## config.mk

```make
export PLATFORM = sky130hd
export DESIGN_NAME = vwrd_ctrl
export DESIGN_NICKNAME = d
export VERILOG_FILES = /design/src/rtl/core/vwrd_pkg.sv /design/src/rtl/core/vwrd_ctrl.sv
export SDC_FILE = /design/constraint.sdc
export NUM_CORES = 1
export LEC_CHECK = 0
export ABC_AREA = 1
export BUFFER_PORTS_ARGS = -buffer_cell sky130_fd_sc_hd__buf_4
export CAP_MARGIN = 20
export CORE_ASPECT_RATIO = 0.8
export CORE_MARGIN = 8
export CORE_UTILIZATION = 53
export CTS_BUF_LIST = sky130_fd_sc_hd__clkbuf_4
export CTS_CLUSTER_DIAMETER = 60
export DETAILED_ROUTE_END_ITERATION = 8
export GPL_TIMING_DRIVEN = 0
export HOLD_SLACK_MARGIN = 0.02
export PLACE_DENSITY = 0.79
export SETUP_SLACK_MARGIN = 0.05
export SLEW_MARGIN = 20
export SYNTH_ARGS = -nofsm -noshare
export SYNTH_HDL_FRONTEND = slang
export SYNTH_SLANG_ARGS = --single-unit
export TNS_END_PERCENT = 50
```

## constraint.sdc

```tcl
create_clock -name clk -period 2.4 [get_ports clk]
set_input_delay 0.24 -clock clk [delete_from_list [all_inputs] [get_ports clk]]
set_output_delay 0.24 -clock clk [all_outputs]
set_load 0.01 [all_outputs]
```

## src/rtl/core/vwrd_pkg.sv

```systemverilog
// shared types and constants for the volume weighted random draw block
package vwrd_pkg;
  localparam int MaxGrains = 64;
  localparam int IdxW = $clog2(MaxGrains);
  localparam int CntW = IdxW + 1;
  localparam int CumW = 16 + IdxW;
  localparam int MatW = 144;

  localparam logic [0:0] OpLoad = 1'b0;
  localparam logic [0:0] OpDraw = 1'b1;

  localparam logic [0:0] RegGrainCount = 1'b0;
  localparam logic [0:0] RegSampleCount = 1'b1;

  // commands from controller to datapath
  typedef struct packed {
    logic load_wr;      // write grain at load counter
    logic sort_clear;   // reset sort indices
    logic sort_step;    // one compare step of the sort
    logic sort_place;   // write best into rank table, sum cumulative
    logic srch_init;    // open binary search
    logic srch_step;    // one search step
    logic fetch;        // read matrix of the chosen grain
    logic emit;         // drive result strobe
  } vwrd_cmd_t;

  typedef struct packed {
    logic scan_done;    // scan index passed last grain
    logic srch_done;    // search interval closed
  } vwrd_sts_t;
endpackage

```

## src/rtl/core/vwrd_ctrl.sv

```systemverilog
// controller state machine: load, sort, draw sequencing
module vwrd_ctrl (
  input  logic                      clk,
  input  logic                      rst,
  input  logic                      start,
  input  logic                      op,
  input  logic [6:0]                grain_count,
  input  logic [9:0]                sample_count,
  input  vwrd_pkg::vwrd_sts_t       sts,
  output vwrd_pkg::vwrd_cmd_t       cmd,
  output logic                      busy,
  output logic [vwrd_pkg::CntW-1:0] load_idx,
  output logic [vwrd_pkg::CntW-1:0] set_n,
  output logic [vwrd_pkg::CntW-1:0] place_pos,
  output logic                      last
);
  localparam int CW = vwrd_pkg::CntW;
  typedef enum logic [6:0] {
    S_IDLE = 7'b0000001, S_SCAN = 7'b0000010, S_PLACE = 7'b0000100,
    S_SRCH = 7'b0001000, S_FETCH = 7'b0010000, S_WAIT = 7'b0100000,
    S_EMIT = 7'b1000000
  } state_t;
  state_t state, state_next;
  logic ready, last_q;
  logic [CW-1:0] placed, eff;
  logic [9:0] draws, draws_inc, target;

  always_comb begin
    if (grain_count == '0) eff = CW'(1);
    else if (grain_count > 7'(vwrd_pkg::MaxGrains)) eff = CW'(vwrd_pkg::MaxGrains);
    else eff = CW'(grain_count);
  end
  assign draws_inc = 10'(draws + 1'b1);
  assign target = (sample_count == '0) ? 10'(set_n) : sample_count;
  assign place_pos = CW'(set_n - placed - 1'b1);

  logic acc;
  assign acc = start && !busy;
  assign busy = (state != S_IDLE);
  assign last = last_q;

  always_comb begin
    cmd = '0;
    state_next = state;
    unique case (state)
      S_IDLE: begin
        if (acc && op == vwrd_pkg::OpLoad && !ready) begin
          cmd.load_wr = 1'b1;
          if (CW'(load_idx + 1'b1) >= eff) begin
            cmd.sort_clear = 1'b1; state_next = S_SCAN;
          end
        end else if (acc && op == vwrd_pkg::OpDraw && ready) begin
          cmd.srch_init = 1'b1; state_next = S_SRCH;
        end
      end
      S_SCAN: begin
        if (sts.scan_done) state_next = S_PLACE;
        else cmd.sort_step = 1'b1;
      end
      S_PLACE: begin
        cmd.sort_place = 1'b1;
        state_next = (CW'(placed + 1'b1) >= set_n) ? S_IDLE : S_SCAN;
      end
      S_SRCH: begin
        if (sts.srch_done) begin cmd.fetch = 1'b1; state_next = S_FETCH; end
        else cmd.srch_step = 1'b1;
      end
      S_FETCH: state_next = S_WAIT;
      S_WAIT:  state_next = S_EMIT;
      S_EMIT: begin cmd.emit = 1'b1; state_next = S_IDLE; end
      default: state_next = S_IDLE;
    endcase
  end

  always_ff @(posedge clk) begin
    if (rst) begin
      state <= S_IDLE; ready <= 1'b0; load_idx <= '0; draws <= '0;
      placed <= '0; set_n <= CW'(1); last_q <= 1'b0;
    end else begin
      state <= state_next;
      if (cmd.load_wr) begin
        load_idx <= CW'(load_idx + 1'b1);
        if (cmd.sort_clear) set_n <= eff;
      end
      if (cmd.sort_clear) placed <= '0;
      if (cmd.sort_place) begin
        placed <= CW'(placed + 1'b1);
        if (CW'(placed + 1'b1) >= set_n) begin
          ready <= 1'b1; load_idx <= '0; draws <= '0;
        end
      end
      if (cmd.srch_init) begin
        if (draws_inc >= target || draws_inc == '0) begin
          last_q <= 1'b1; ready <= 1'b0; draws <= '0; load_idx <= '0;
        end else begin
          last_q <= 1'b0; draws <= draws_inc;
        end
      end
    end
  end
endmodule

```

==> results.md <==
- CTS buffer count: 5
- Root buffer cell: clkbuf_4
- Clock tree from TritonCTS: yes
- WP depth: 13
- FP Rows: 25
- IO Count: 54
- Die ar.: around 8600 µm²
- Most frequent cell after synthesis: nand2_1
- R2R cell count: 15
- Vias: about 3.5k
- Register area share after synthesis: between 20% and 30%
- Starting density of the core: 53.8%
- CP Capture Point: cmd[6]
- Area contributors post-synth: dfxtp_1 (26%), ha_1 (13%), nand2_1 (11%)
- R2R Setup Slk: -150 ps
- Largest net degree at the start of global routing: 12
- N_diodes: 0
- Post-Syn Area: 3110 µm²
- Layout cells sized above 1: a little under 40%
- Total track usage: 20.5%
- Family with the most delay on the worst path: simple AND/OR/NAND/NOR gates
- GR Overflow Total: 0
- Port bufs: between 50 and 60
- Worst Path Arrival: approximately 2300 ps
- Synth Flop Type: dfxtp_1
- Top cell type's share of synthesized area: 25.7%
- Cells along the critical path: buf_6 -> nand3_4 -> nand3b_1 -> xor2_1 -> inv_1 -> ha_1 -> nand2_2 -> nor2_1 -> nor2_1 -> nand3_2 -> nand2_4 -> inv_6 -> buf_6
- Crit-path max cell delay: approximately 380 ps
- Synth Warn #: 0
- Vias in the first global route: roughly 3.3k
- Crit share post-route: 106%
- Post-detail-place hpwl: 6470 µm
- RR Startpoint: draws[1]
- DP Area: approximately 3600 µm²
- Synth Net Count: 510
- # setup viols final: 15
- Initial DRC count: 279
- Met3 usage: ~4.2%
- Number of synthesized flops with an enable pin: 0
- FILL cells: 363
- Peak VDD IR: 427 µV
- Slew of the pin with the lowest slew margin: approximately 700 ps
- Vias per std cell: ~5.6
- Clock tree sinks: 40
- Worst-path clk slew: roughly 120 ps
- Top post-synthesis cells by count: nand2_1 (94), inv_1 (73), a21oi_1 (41), nor2_1 (41)
- Failing checks: negative setup slack
- Crit path required time: approximately 2200 ps
- Final wirelength: between 10,000 and 15,000 µm
- Met2 Use GR: a little over a third
- Worst skew pair latency: roughly 360 ps
- CP Max Fanout: 4
- Critical R2R Capture: draws[5]
- Die Width: around 100 µm
- Max Fclk: 0.391 GHz
- Post-Synthesis Cells: 453
- Placed cells: 587
- Slew HR: a little over half
- CP bufs+invs: 4
- Initial antenna violation count: 0
- Outcome: complete, but fails checks
- Footprint of the multi-input gates: 2450 µm²
- Drt pass-1 iters: 5
- Final Hold Slack: 94.4 ps
- Met1 GRT Util: roughly a quarter
- Worst Hold Class: input pin to flop
- Clock period minus worst slack: between 2000 and 3000 ps
- Maximum clock path buffer count: 2
- Final Max Slew Viols: 0
- Setup slack after layout: -156 ps
- DR WL/cell: around 16 µm
- Area Overhead vs Synth: 44.0%
- Max-Cap Viols: 0
- Fin Setup TNS: -1370 ps
- Avg Cell Area, Syn: 6.87 µm²
- Routability cong.: approximately 0.94
- FF/Latch Area: between 800 and 900 µm²
- Clk_skew: 10.7 ps
- Slowest cell on crit path: dfxtp_4
- Critical Path Start Type: flop
- Global-route wire length before repair: between 10,000 and 15,000 µm
- Power Dens Cells: around 430 nW/µm²
- Routed Antenna Nets: 0
- Synthesized flop and latch total: 40
- Count of non-filler cells in the finished layout: approximately 630
- Final Cell Area: 4480 µm²
- WS Path Type: flop to output port
- # DRC: 0
- Unrepaired setup endpoints after global routing: true
- Tot Pwr: ~0.0019 W
- Nature of the critical path endpoint: output port
- Top Usage Layer GRT: met2
- Die height: 84.6 µm
- CTS H-tree lvls: 2
- Critical Path Start: load_idx[0]
- Leakage: 2.20 nW
- Final hold vios: 0
- Nets@finish: approximately 600
- Core footprint: just under 6000 µm²
- Post-synth ARST share: 0%
- Unique masters post-synth: 38
- Leading area contributor after synthesis: dfxtp_1
flip-flops by register name (all words and copies together) (netlist names):
signal,count
placed,7
draws,10
load_idx,7
set_n,7
state,7
ready,1
last,1
through the flow:
stage	setup slack (ps)	util [%]
2_1_floorplan	56.6	-
3_3_place_gp	-381	62.4
3_5_place_dp	-420	62.4
4_1_cts	-117	68.2
5_1_grt	-281	77.5
6_report	-156	77.5
layout by cell type (no fill, tap or decap), drive strengths merged, types with 2 or more instances in the layout:
cell    netlist  final
a21oi        42     42
buf           4     88
clkbuf        4     11
dfxtp        40     40
ha           33     33
inv          76     76
mux2i         2      2
nand2       101    101
nand3        43     43
nand3b        4      4
nand4         5      5
nor2         49     49
nor3          5      5
nor3b         2      2
nor4          6      6
o21a          2      2
o21ai        11     11
xor2         17     17
area by class of cell:
type / count / area share (%)
Buffer: 8 / 1.23
Clock buffer: 7 / 1.17
Clock inverter: 1 / 0.0837
Inverter: 76 / 6.48
Multi-Input combinational cell: 329 / 54.6
Sequential cell: 40 / 18.9
Tap cell: 81 / 2.26
Timing Repair Buffer: 84 / 15.2
power breakdown:
group | leakage (nW) | switching (W) | internal (W)
Combinational | 1.84 | 0.000457 | 0.000352
Clock | 0.0338 | 0.000235 | 0.000136
Sequential | 0.334 | 0.0000569 | 0.000696
Total | 2.20 | 0.000749 | 0.00118
kinds of logic after synthesis:
family,count (synthesis),share of synthesized area (%)
and+or+nand+nor,216,34.1
muxes,2,0.643
DFF,40,25.7
xor gates and xnor gates,18,5.06
buffers and inverters,84,10.6
adders and majority gates,34,13.9
AOI/OAI and AO/OA,59,10.0
worst reg2reg max path: stages, from the launching register on:
cell     delay [ps]
dfxtp_4         410
ha_4            160
nand2_1         120
nor2_4          150
nand3_1         100
nand2_1          90
inv_1            60
ha_1            290
nand3_1         120
inv_2            60
nand2_1          80
nand3_2         110
nor2_4          170
buf_6           180
nand3_2          90
a21oi_1         250
repair_timing:
action / CTS / global route
setup endpoints to repair: 39 / 41
buffers inserted: 16 / 13
cloned: 0 / 2
gates resized for setup: 49 / 94
pin swaps: 15 / 49
hold buffers: 0 / 0
layer usage:
layer  share of wire (%)  wire [µm]
met1                  40       4140
met4                 3.3        335
met2                  48       4910
met3                 8.7        895
met5                   0          0
how the worst min path moves through the flow:
stage	from	endpoint	slack [ps]	cells past startpoint
2_1_floorplan	rst	set_n[6]	320	1
3_3_place_gp	rst	set_n[6]	460	2
3_5_place_dp	rst	set_n[6]	460	2
4_1_cts	rst	set_n[6]	100	2
5_1_grt	rst	set_n[6]	80	2
6_report	rst	set_n[6]	90	2
Note: power is estimated with default switching activity, not from simulation.
